## src/sv/assert_macros.svh

```systemverilog
// Assertion macros shared by the flow key index RTL.
// Each macro samples on i_clk and is disabled while i_rst_n is low.
`ifndef ASSERT_MACROS_SVH
`define ASSERT_MACROS_SVH
`ifndef SYNTHESIS
`define SFK_ASSERT(label, prop, msg) \
    label: assert property (@(posedge i_clk) disable iff (!i_rst_n) prop) else $error(msg);
`define SFK_NEVER(label, expr, msg) \
    label: assert property (@(posedge i_clk) disable iff (!i_rst_n) !(expr)) else $error(msg);
`else
`define SFK_ASSERT(label, prop, msg)
`define SFK_NEVER(label, expr, msg)
`endif
`endif

```

## src/sv/sfk_pkg.sv

```systemverilog
// Package for the sorted flow key range index.
// Holds command and status codes, column codes, field widths and the lane control struct.
package sfk_pkg;

    localparam int CMD_W  = 2;
    localparam int ST_W   = 2;
    localparam int COL_W  = 2;
    localparam int KEY_W  = 32;
    localparam int PORT_W = 16;
    localparam int IDX_W  = 7;
    localparam int NUM_COLS = 4;

    localparam logic [CMD_W-1:0] CMD_INSERT = 2'd0;
    localparam logic [CMD_W-1:0] CMD_CLEAR  = 2'd1;
    localparam logic [CMD_W-1:0] CMD_QUERY  = 2'd2;

    localparam logic [ST_W-1:0] ST_OK       = 2'd0;
    localparam logic [ST_W-1:0] ST_FULL     = 2'd1;
    localparam logic [ST_W-1:0] ST_NOMATCH  = 2'd2;
    localparam logic [ST_W-1:0] ST_INVERTED = 2'd3;

    localparam logic [COL_W-1:0] COL_SRC_ADDR = 2'd0;
    localparam logic [COL_W-1:0] COL_DST_ADDR = 2'd1;
    localparam logic [COL_W-1:0] COL_SRC_PORT = 2'd2;
    localparam logic [COL_W-1:0] COL_DST_PORT = 2'd3;

    typedef struct packed {
        logic insert;
        logic capture;
    } t_lane_ctrl;

endpackage

```

## src/sv/sfk_merge.sv

```systemverilog
// Merge stage: picks the queried column, turns its compare runs into counts, forms status.
// Depends on sfk_pkg for command, status and width constants.
module sfk_merge #(
    parameter int DEPTH = 64
) (
    input  logic [sfk_pkg::CMD_W-1:0]                i_cmd,
    input  logic [sfk_pkg::COL_W-1:0]                i_column,
    input  logic [sfk_pkg::KEY_W-1:0]                i_min,
    input  logic [sfk_pkg::KEY_W-1:0]                i_max,
    input  logic                                     i_full,
    input  logic [$clog2(DEPTH+1)-1:0]               i_count,
    input  logic [sfk_pkg::NUM_COLS-1:0][DEPTH-1:0]  i_lt,
    input  logic [sfk_pkg::NUM_COLS-1:0][DEPTH-1:0]  i_le,
    output logic [sfk_pkg::ST_W-1:0]                 o_status,
    output logic [sfk_pkg::IDX_W-1:0]                o_first,
    output logic [sfk_pkg::IDX_W-1:0]                o_end
);

    localparam int CW = $clog2(DEPTH+1);

    logic [DEPTH-1:0] sel_lt;
    logic [DEPTH-1:0] sel_le;
    logic [DEPTH:0]   ext_lt;
    logic [DEPTH:0]   ext_le;
    logic [CW-1:0]    lo_cnt;
    logic [CW-1:0]    hi_cnt;

    assign sel_lt = i_lt[i_column];
    assign sel_le = i_le[i_column];
    assign ext_lt = {1'b0, sel_lt};
    assign ext_le = {1'b0, sel_le};

    // A run of ones has at most one cell where it ends; OR together the counts
    // that each possible end point stands for.
    always_comb begin
        lo_cnt = '0;
        hi_cnt = '0;
        for (int i = 0; i < DEPTH; i++) begin
            if (ext_lt[i] && !ext_lt[i+1]) begin
                lo_cnt = lo_cnt | CW'(i + 1);
            end
            if (ext_le[i] && !ext_le[i+1]) begin
                hi_cnt = hi_cnt | CW'(i + 1);
            end
        end
    end

    always_comb begin
        o_status = sfk_pkg::ST_OK;
        o_first  = sfk_pkg::IDX_W'(i_count);
        o_end    = sfk_pkg::IDX_W'(i_count);
        unique case (i_cmd)
            sfk_pkg::CMD_INSERT: begin
                if (i_full) begin
                    o_status = sfk_pkg::ST_FULL;
                end
            end
            sfk_pkg::CMD_CLEAR: begin
                o_first = '0;
                o_end   = '0;
            end
            sfk_pkg::CMD_QUERY: begin
                if (i_min > i_max) begin
                    o_status = sfk_pkg::ST_INVERTED;
                    o_first  = '0;
                    o_end    = '0;
                end else begin
                    o_first = sfk_pkg::IDX_W'(lo_cnt);
                    o_end   = sfk_pkg::IDX_W'(hi_cnt);
                    if (lo_cnt == hi_cnt) begin
                        o_status = sfk_pkg::ST_NOMATCH;
                    end
                end
            end
            default: begin
                o_status = sfk_pkg::ST_OK;
            end
        endcase
    end

endmodule

```

## config.mk

```make
export PLATFORM = sky130hd
export DESIGN_NAME = sfk_merge
export DESIGN_NICKNAME = d
export VERILOG_FILES = /design/src/sv/assert_macros.svh /design/src/sv/sfk_pkg.sv /design/src/sv/sfk_merge.sv
export SDC_FILE = /design/constraint.sdc
export NUM_CORES = 1
export LEC_CHECK = 0
export ABC_AREA = 1
export BUFFER_PORTS_ARGS = -buffer_cell sky130_fd_sc_hd__buf_2
export CAP_MARGIN = 20
export CORE_AREA = 2 2 236 238
export DETAILED_ROUTE_END_ITERATION = 12
export DIE_AREA = 0 0 238 240
export SETUP_SLACK_MARGIN = 0.02
export SLEW_MARGIN = 20
export SYNTH_ARGS = -nofsm -noshare
export SYNTH_HDL_FRONTEND = slang
export SYNTH_SLANG_ARGS = --single-unit
```

## constraint.sdc

```tcl
create_clock -name vclk -period 4.6
set_input_delay 1.38 -clock vclk [all_inputs]
set_output_delay 1.38 -clock vclk [all_outputs]
set_load 0.005 [all_outputs]
```

==> reports/metrics.cfg, run 1 <==
[status]
status=finished, violations left
violations=negative setup slack

[logic_synthesis]
synth_top_area_share_pct=53.7
yosysTopAreaCell=nand2_1
ys_seq_area_share_pct=0
syn_area_um2=8730
netlist_top_cells_area=nand2_1, nand3_1, inv_1
yosysUniqueCellTypes=25
avgSynthCellArea_um2=4.29
yosysWarnings=0
syn-num-nets=2660
syn_inst=2038

[drt]
wirelength_mm=64.2
drt_iter0_drc=1159
vias=15300
via_per_inst=4.43
drc=0
wire_per_inst_um=18.6
dr.pass1.iters=5
ant_nets=0

[final_layout]
regArea_um2=0
area_delta_synth_final_pct=74.3
fillers=6336
clkbuf_count=0
drive_above_1_share_pct=37.2
fin_cells=3451
numSequentialCells=0
fin_nets=3358
fin_area_um2=15200

[setup_path]
cp.required_ns=3.22
critPathLaunchType=primary input
cp_data_arrival_time_ns=3.57
critical_path.max_fanout=14
crit_path_end_kind=primary output
setup.worst_path.class=in2out

[timing]
holdWs_ns=3.06
maxSlewHeadroom_pct=59.1
final_hold_viol_count=0
finalSetupViolCount=13
fin_ws_ns=-0.352
worstMarginPinSlew_ns=0.613
max_freq_mhz=202
grt_setup_unrepaired=yes
slew_violations=0
fin_crit_ns=4.95
setup-tns-final_ns=-2.07
fin_crit_sh_pct=108

[die]
fp.dieW_um=238
die_h_um=240
start_util_pct=16.0
die-area_um2=57100
core_area_um2=54700
row_count=86
top_level_ports=604

[hold_path]
hold_class=in2out
hold_depth=4
hp-start=i_full
hold_path_end=o_status[0]

[global_routing]
overflow=0
grt_start_max_net_pins=34
grt_use_total_pct=21.1
antenna_found_initial=14
grt_pass1_wl_mm=89.4
first_global_vias=14600

[placed_design]
globalplace.congestion=0.947
dp_slack_ns=-0.846
io_buffer_count=604
placed_area_um2=13600
dp.final_hpwl_mm=54.1
place_inst=3407

[job]
cap_viol_max_count=0

[power]
peakVddDrop_mv=0.0478
powerDensity_nw_per_um2=116
p_leak_nw=9.39

[clock_tree]
ctsHoldBuffers=0

-- layout make-up --
class / count / area [um2] / area share (%)
multi-input cells: 1784 / 8420 / 55.3
repair buffers: 794 / 5240 / 34.4
well taps: 704 / 881 / 5.79
inverters: 153 / 612 / 4.02
repair inverters: 3 / 36.3 / 0.238
diodes: 13 / 32.5 / 0.214
-- logic make-up after synthesis --
logic type               count (synthesis)  synth area share [%]
AO/OA/AOI/OAI                           52                  3.31
adder cells (fa/ha/maj)                 34                  4.87
buffers and inverters                  254                  13.6
AND/OR/NAND/NOR                       1698                  78.2
-- synth_stat cells (all sizes together) --
| cell type | count |
|---|---|
| a21oi | 16 |
| a221oi | 1 |
| and2 | 1 |
| buf | 90 |
| clkbuf | 11 |
| ha | 34 |
| inv | 153 |
| nand2 | 1250 |
| nand3 | 328 |
| nand4 | 9 |
| nor2 | 105 |
| nor3 | 3 |
| nor4b | 2 |
| o211ai | 2 |
| o21a | 4 |
| o21ai | 27 |
| o21bai | 1 |
| o221ai | 1 |
-- worst max path at each step --
stage          slack, ns  cells after the start         from           to
2_1_floorplan       0.22                     10    i_max[31]     o_end[0]
6_report           -0.35                     17  i_column[0]  o_status[1]
4_1_cts            -0.32                     22  i_column[0]  o_status[1]
5_1_grt            -0.51                     19  i_column[0]  o_status[1]
3_5_place_dp       -0.85                     19  i_column[0]  o_status[1]
3_3_place_gp       -0.89                     19  i_column[0]  o_status[1]
-- per-layer routing --
| layer | up-vias | share of wire (%) | GRT usage (%) |
|---|---|---|---|
| met3 | 67 | 5.7 | 1.52 |
| met2 | 622 | 50 | 39.0 |
| li1 | 7750 | - | - |
| met4 | 2 | 1.8 | 4.56 |
| met5 | - | 0.020 | 0 |
| met1 | 6862 | 42 | 26.7 |
-- placed cells by master, fill, tap and decap left out, drive strengths merged, types with 4 or more instances in the layout --
master  instances
ha             34
o21ai          27
nand3         328
nor2          105
o21a            4
diode          13
nand4           9
buf           791
inv           156
nand2        1250
a21oi          16
-- power breakdown --
group	total [W]	internal [W]	switching (W)
combinational	0.00176	0.000737	0.00102
sequential	0	0	0
clock	0.000000000381	0.000000000380	0
total	0.00176	0.000737	0.00102
-- through the flow --
stage	utilization (%)	power [W]
floorplan	-	0.000773
detailed placement	24.8	0.00153
CTS	27.3	0.00172
finish	27.8	0.00176
global placement	24.8	0.00153
global route	27.8	0.00193
-- worst max-delay path: stages --
cell	delay, ns
buf_16	0.14
inv_16	0.15
buf_6	0.18
nand2_1	0.08
nand3_1	0.08
nand2_1	0.15
nand3_1	0.11
nand2_1	0.10
nor2_2	0.19
nand4_1	0.19
nor2_2	0.18
buf_4	0.13
nand2_1	0.04
nand2_1	0.06
nand3_2	0.08
o21bai_4	0.16
buf_2	0.15
-- repair_timing --
action / 4_1_cts / 5_1_grt
cloned: 14 / 0
pin swaps: 41 / 24
setup endpoints to repair: 16 / 16
gates resized for setup: 238 / 78
setup buffers: 14 / 4
Note: power is estimated with default switching activity, not from simulation.
==> run 2: changes to the inputs <==
--- a/config.mk
+++ b/config.mk
@@ -8,11 +8,12 @@
 export ABC_AREA = 1
 export BUFFER_PORTS_ARGS = -buffer_cell sky130_fd_sc_hd__buf_2
 export CAP_MARGIN = 20
-export CORE_AREA = 2 2 236 238
+export CORE_AREA = 2 2 234 236
 export DETAILED_ROUTE_END_ITERATION = 12
-export DIE_AREA = 0 0 238 240
+export DIE_AREA = 0 0 236 238
 export SETUP_SLACK_MARGIN = 0.02
 export SLEW_MARGIN = 20
 export SYNTH_ARGS = -nofsm -noshare
 export SYNTH_HDL_FRONTEND = slang
 export SYNTH_SLANG_ARGS = --single-unit
+export TNS_END_PERCENT = 50
==> constraint.sdc (replaced) <==
create_clock -name vclk -period 4.2
set_input_delay 1.26 -clock vclk [all_inputs]
set_output_delay 1.26 -clock vclk [all_outputs]
set_load 0.005 [all_outputs]
==> reports/metrics.cfg, run 2 (synthesis gave the netlist of run 1 again) <==
[final_layout]
clkbuf_count=0
multiInputGateArea_um2=8550
fin_area_um2=15300
final_util_pct=28.7
final_cell_mix=nand2_1, buf_2, nand3_1
numSequentialCells=0
fillers=6303
drive_above_1_share_pct=38.6
regArea_um2=0
area_delta_synth_final_pct=75.7
final_common_cell=nand2_1
fin_nets=3375

[power]
seqPwrFrac_pct=0
powerDensity_nw_per_um2=126
p_int_w=0.000807
peakVddDrop_mv=0.0420
clockPowerShare_pct=0
power_frac_comb_pct=100.0
swShare_pct=58.3
p_sw_w=0.00113
p_leak_nw=9.47

[placed_design]
globalplace.congestion=0.954
dp_slack_ns=-0.873
dp.final_hpwl_mm=55.3
placed_area_um2=13600
io_buffer_count=604

[global_routing]
grt_start_max_net_pins=39
first_global_vias=15100
grt_pass1_wl_mm=90.6
grt_use_total_pct=21.5
overflow=0
antenna_found_initial=20

[timing]
fin_ws_ns=-0.532
fin_crit_ns=4.73
holdWs_ns=2.81
slew_violations=0
max_freq_mhz=211
maxSlewHeadroom_pct=75.4
grt_setup_unrepaired=yes
finalSetupViolCount=16
fin_crit_sh_pct=113
worstMarginPinSlew_ns=0.369
setup-tns-final_ns=-4.74
final_hold_viol_count=0

[setup_path]
cp_data_arrival_time_ns=3.47
critical_path.max_fanout=32
crit_top_cell=nand2_1
cp.required_ns=2.94
crit_path_end_kind=primary output
max_stage_delay_ns=0.20
critPathSlowestCell=buf_4
setup.worst_path.class=in2out
critPathLaunchType=primary input
critPathBufInv=6
crit_chain=clkbuf_16 > buf_16 > buf_12 > nand2_1 > nand3_1 > buf_4 > nand3_1 > nand2_1 > inv_1 > nand2_1 > nor2_1 > nand2_1 > nor2_4 > nand2_1 > nand2_1 > nand3_2 > o21bai_4 > buf_2
cp_top_family=simple AND/OR/NAND/NOR gates

[die]
start_util_pct=16.3
top_level_ports=604
die-area_um2=56200
fp.dieW_um=236
row_count=85
core_area_um2=53500
die_h_um=238

[drt]
dr.pass1.iters=7
drt_iter0_drc=1015
vias=15500
ant_nets=0
wire_per_inst_um=18.8
drc=0
via_per_inst=4.49
wirelength_mm=65.0

[hold_path]
hold_class=in2out

[job]
cap_viol_max_count=0

[status]
status=finished, violations left
violations=negative setup slack

[run 2: final cells by class]
class	instances	area share [%]
inverters	153	3.91
well taps	696	5.67
repair buffers	813	34.5
diodes	11	0.179
multi-input cells	1784	55.7
repair inverters	1	0.0571
[run 2: stage by stage]
| step | std cells | total power (W) |
|---|---|---|
| final | 3458 | 0.00193 |
| after global routing | 3452 | 0.00213 |
| after CTS | 3434 | 0.00184 |
| after detailed placement | 3415 | 0.00167 |
| after global placement | 3415 | 0.00167 |
| after floorplan | 2038 | 0.000846 |
[run 2: worst min-delay path, stage by stage]
cell	delay [ns]
buf_2	0.08
nand2_1	0.05
o21ai_2	0.05
buf_2	0.11
[run 2: final timing paths]
kind / from / cells past startpoint / end / slack (ns)
max: i_column[0] / 18 / o_status[1] / -0.53
min: i_full / 4 / o_status[0] / 2.81
[run 2: what timing repair did]
action | CTS | global route
setup buffers | 12 | 9
cloned | 9 | 5
pin swaps | 60 | 41
gates resized for setup | 213 | 121
hold buffers | 0 | 0
setup endpoints to repair | 16 | 16
[run 2: layer usage]
layer | GRT usage [%] | share of wire [%] | wire (um)
met5 | 0 | 0.18 | 119
met4 | 5.52 | 2.9 | 1860
met3 | 3.31 | 7.3 | 4770
met2 | 39.8 | 49 | 32000
met1 | 25.8 | 40 | 26200
[run 2: power groups by stage]
| stage | clock network [W] | logic [W] | registers, W |
|---|---|---|---|
| floorplan | 0 | 0.000846 | 0 |
| global placement | 0 | 0.00167 | 0 |
| detailed placement | 0 | 0.00167 | 0 |
| CTS | 0 | 0.00184 | 0 |
| global route | 0.000000000159 | 0.00213 | 0 |
| finish | 0.000000000351 | 0.00193 | 0 |
==> run 3: changes to the inputs <==
--- a/config.mk
+++ b/config.mk
@@ -6,11 +6,11 @@
 export NUM_CORES = 1
 export LEC_CHECK = 0
 export ABC_AREA = 1
-export BUFFER_PORTS_ARGS = -buffer_cell sky130_fd_sc_hd__buf_2
+export BUFFER_PORTS_ARGS = -buffer_cell sky130_fd_sc_hd__clkbuf_2
 export CAP_MARGIN = 20
-export CORE_AREA = 2 2 234 236
+export CORE_AREA = 2 2 233 235
 export DETAILED_ROUTE_END_ITERATION = 12
-export DIE_AREA = 0 0 236 238
+export DIE_AREA = 0 0 235 237
 export SETUP_SLACK_MARGIN = 0.02
 export SLEW_MARGIN = 20
 export SYNTH_ARGS = -nofsm -noshare
==> reports/metrics.cfg, run 3 (synthesis gave the netlist of run 1 again) <==
[final_layout]
final_cell_mix=nand2_1, clkbuf_2, nand3_1
fin_area_um2=15100
drive_above_1_share_pct=36.9
fin_nets=3366
area_delta_synth_final_pct=72.7
numSequentialCells=0
final_common_cell=nand2_1
final_util_pct=28.3
clkbuf_count=0
regArea_um2=0

[setup_path]
critPathLaunchType=primary input
setup.worst_path.class=in2out
crit_path_end_kind=primary output
critPathSlowestCell=o21bai_4
crit_top_cell=nand2_1
critical_path.max_fanout=11
crit_chain=buf_16 > clkinv_16 > buf_12 > buf_6 > nand2_1 > nand3_1 > nand3_2 > nand2_1 > nor2_1 > nand2_1 > inv_1 > buf_4 > nand2_1 > nor2_1 > buf_4 > nand2_1 > nand2_1 > nand3_2 > o21bai_4 > buf_2
crit_start=i_column[0]
max_stage_delay_ns=0.21
cp.required_ns=2.94
cp_data_arrival_time_ns=3.50

[die]
row_count=85
die-area_um2=55700
core_area_um2=53300
start_util_pct=16.4
fp.dieW_um=235
top_level_ports=604
die_h_um=237

[placed_design]
globalplace.congestion=0.952
dp.final_hpwl_mm=53.7
placed_area_um2=13700
io_buffer_count=604

[power]
swShare_pct=57.7
p_int_w=0.000796
clockPowerShare_pct=0
power_frac_comb_pct=100.0
p_leak_nw=9.52
peakVddDrop_mv=0.0543
powerDensity_nw_per_um2=125
seqPwrFrac_pct=0
p_sw_w=0.00109

[drt]
wire_per_inst_um=18.4
via_per_inst=4.42
wirelength_mm=63.3
drc=0
ant_nets=0
dr.pass1.iters=5
vias=15200
drt_iter0_drc=1006

[global_routing]
antenna_found_initial=13
overflow=0
grt_use_total_pct=21.4
grt_start_max_net_pins=29
grt_pass1_wl_mm=89.7
first_global_vias=14700

[timing]
final_hold_viol_count=0
fin_crit_ns=4.76
maxSlewHeadroom_pct=62.1
finalSetupViolCount=16
holdWs_ns=2.81
max_freq_mhz=210
worstMarginPinSlew_ns=0.568
grt_setup_unrepaired=yes
slew_violations=0
fin_crit_sh_pct=113
fin_ws_ns=-0.561

[clock_tree]
ctsHoldBuffers=0

[status]
status=finished, violations left
violations=negative setup slack

[hold_path]
hp-start=i_full
hold_class=in2out

[job]
cap_viol_max_count=0

==> run 3: final timing paths <==
check                endpoint  slack [ns]  depth (start not counted)
setup / recovery  o_status[1]       -0.56                         20
hold / removal    o_status[0]        2.81                          4
==> run 3: through the flow <==
| step | power [W] | TNS [ns] | cells | setup WS, ns |
|---|---|---|---|---|
| 2_1_floorplan | 0.000846 | 0 | 2038 | 0.0606 |
| 3_3_place_gp | 0.00166 | -7.18 | 3414 | -0.774 |
| 3_5_place_dp | 0.00166 | -7.24 | 3414 | -0.744 |
| 4_1_cts | 0.00179 | -5.20 | 3430 | -0.564 |
| 5_1_grt | 0.00209 | -6.90 | 3445 | -0.717 |
| 6_report | 0.00188 | -4.67 | 3447 | -0.561 |
==> run 3: layout make-up <==
| type | instances | area (um2) |
|---|---|---|
| repair inverters | 1 | 11.3 |
| diodes | 9 | 22.5 |
| multi-input cells | 1784 | 8310 |
| repair buffers | 804 | 5250 |
| well taps | 696 | 871 |
| inverters | 153 | 613 |
| fillers | 6181 | 38200 |
==> run 3: power by group through the flow <==
| stage | clock [W] | sequential, W | combinational [W] |
|---|---|---|---|
| finish | 0.000000000288 | 0 | 0.00188 |
| global route | 0.000000000224 | 0 | 0.00209 |
| CTS | 0 | 0 | 0.00179 |
| detailed placement | 0 | 0 | 0.00166 |
| global placement | 0 | 0 | 0.00166 |
| floorplan | 0 | 0 | 0.000846 |
==> run 3: timing repair <==
item | 4_1_cts | 5_1_grt
gates cloned | 9 | 3
gates resized for setup | 128 | 148
buffers inserted | 7 | 5
endpoints found under the setup margin | 16 | 16
pin swaps | 18 | 35
==> run 3: critical path, delay by kind of cell <==
kind	cells	cell delay [ns]
buffers and inverters	8	1.03
AO/OA/AOI/OAI	1	0.21
AND/OR/NAND/NOR	11	1.00
==> run 3: layer usage <==
layer / wire length, um / track usage (%) / up-vias
li1: - / - / 7745
met1: 26200 / 26.0 / 6794
met2: 31200 / 38.4 / 600
met3: 3840 / 3.09 / 99
met4: 2000 / 6.89 / 8
met5: 50 / 0 / -
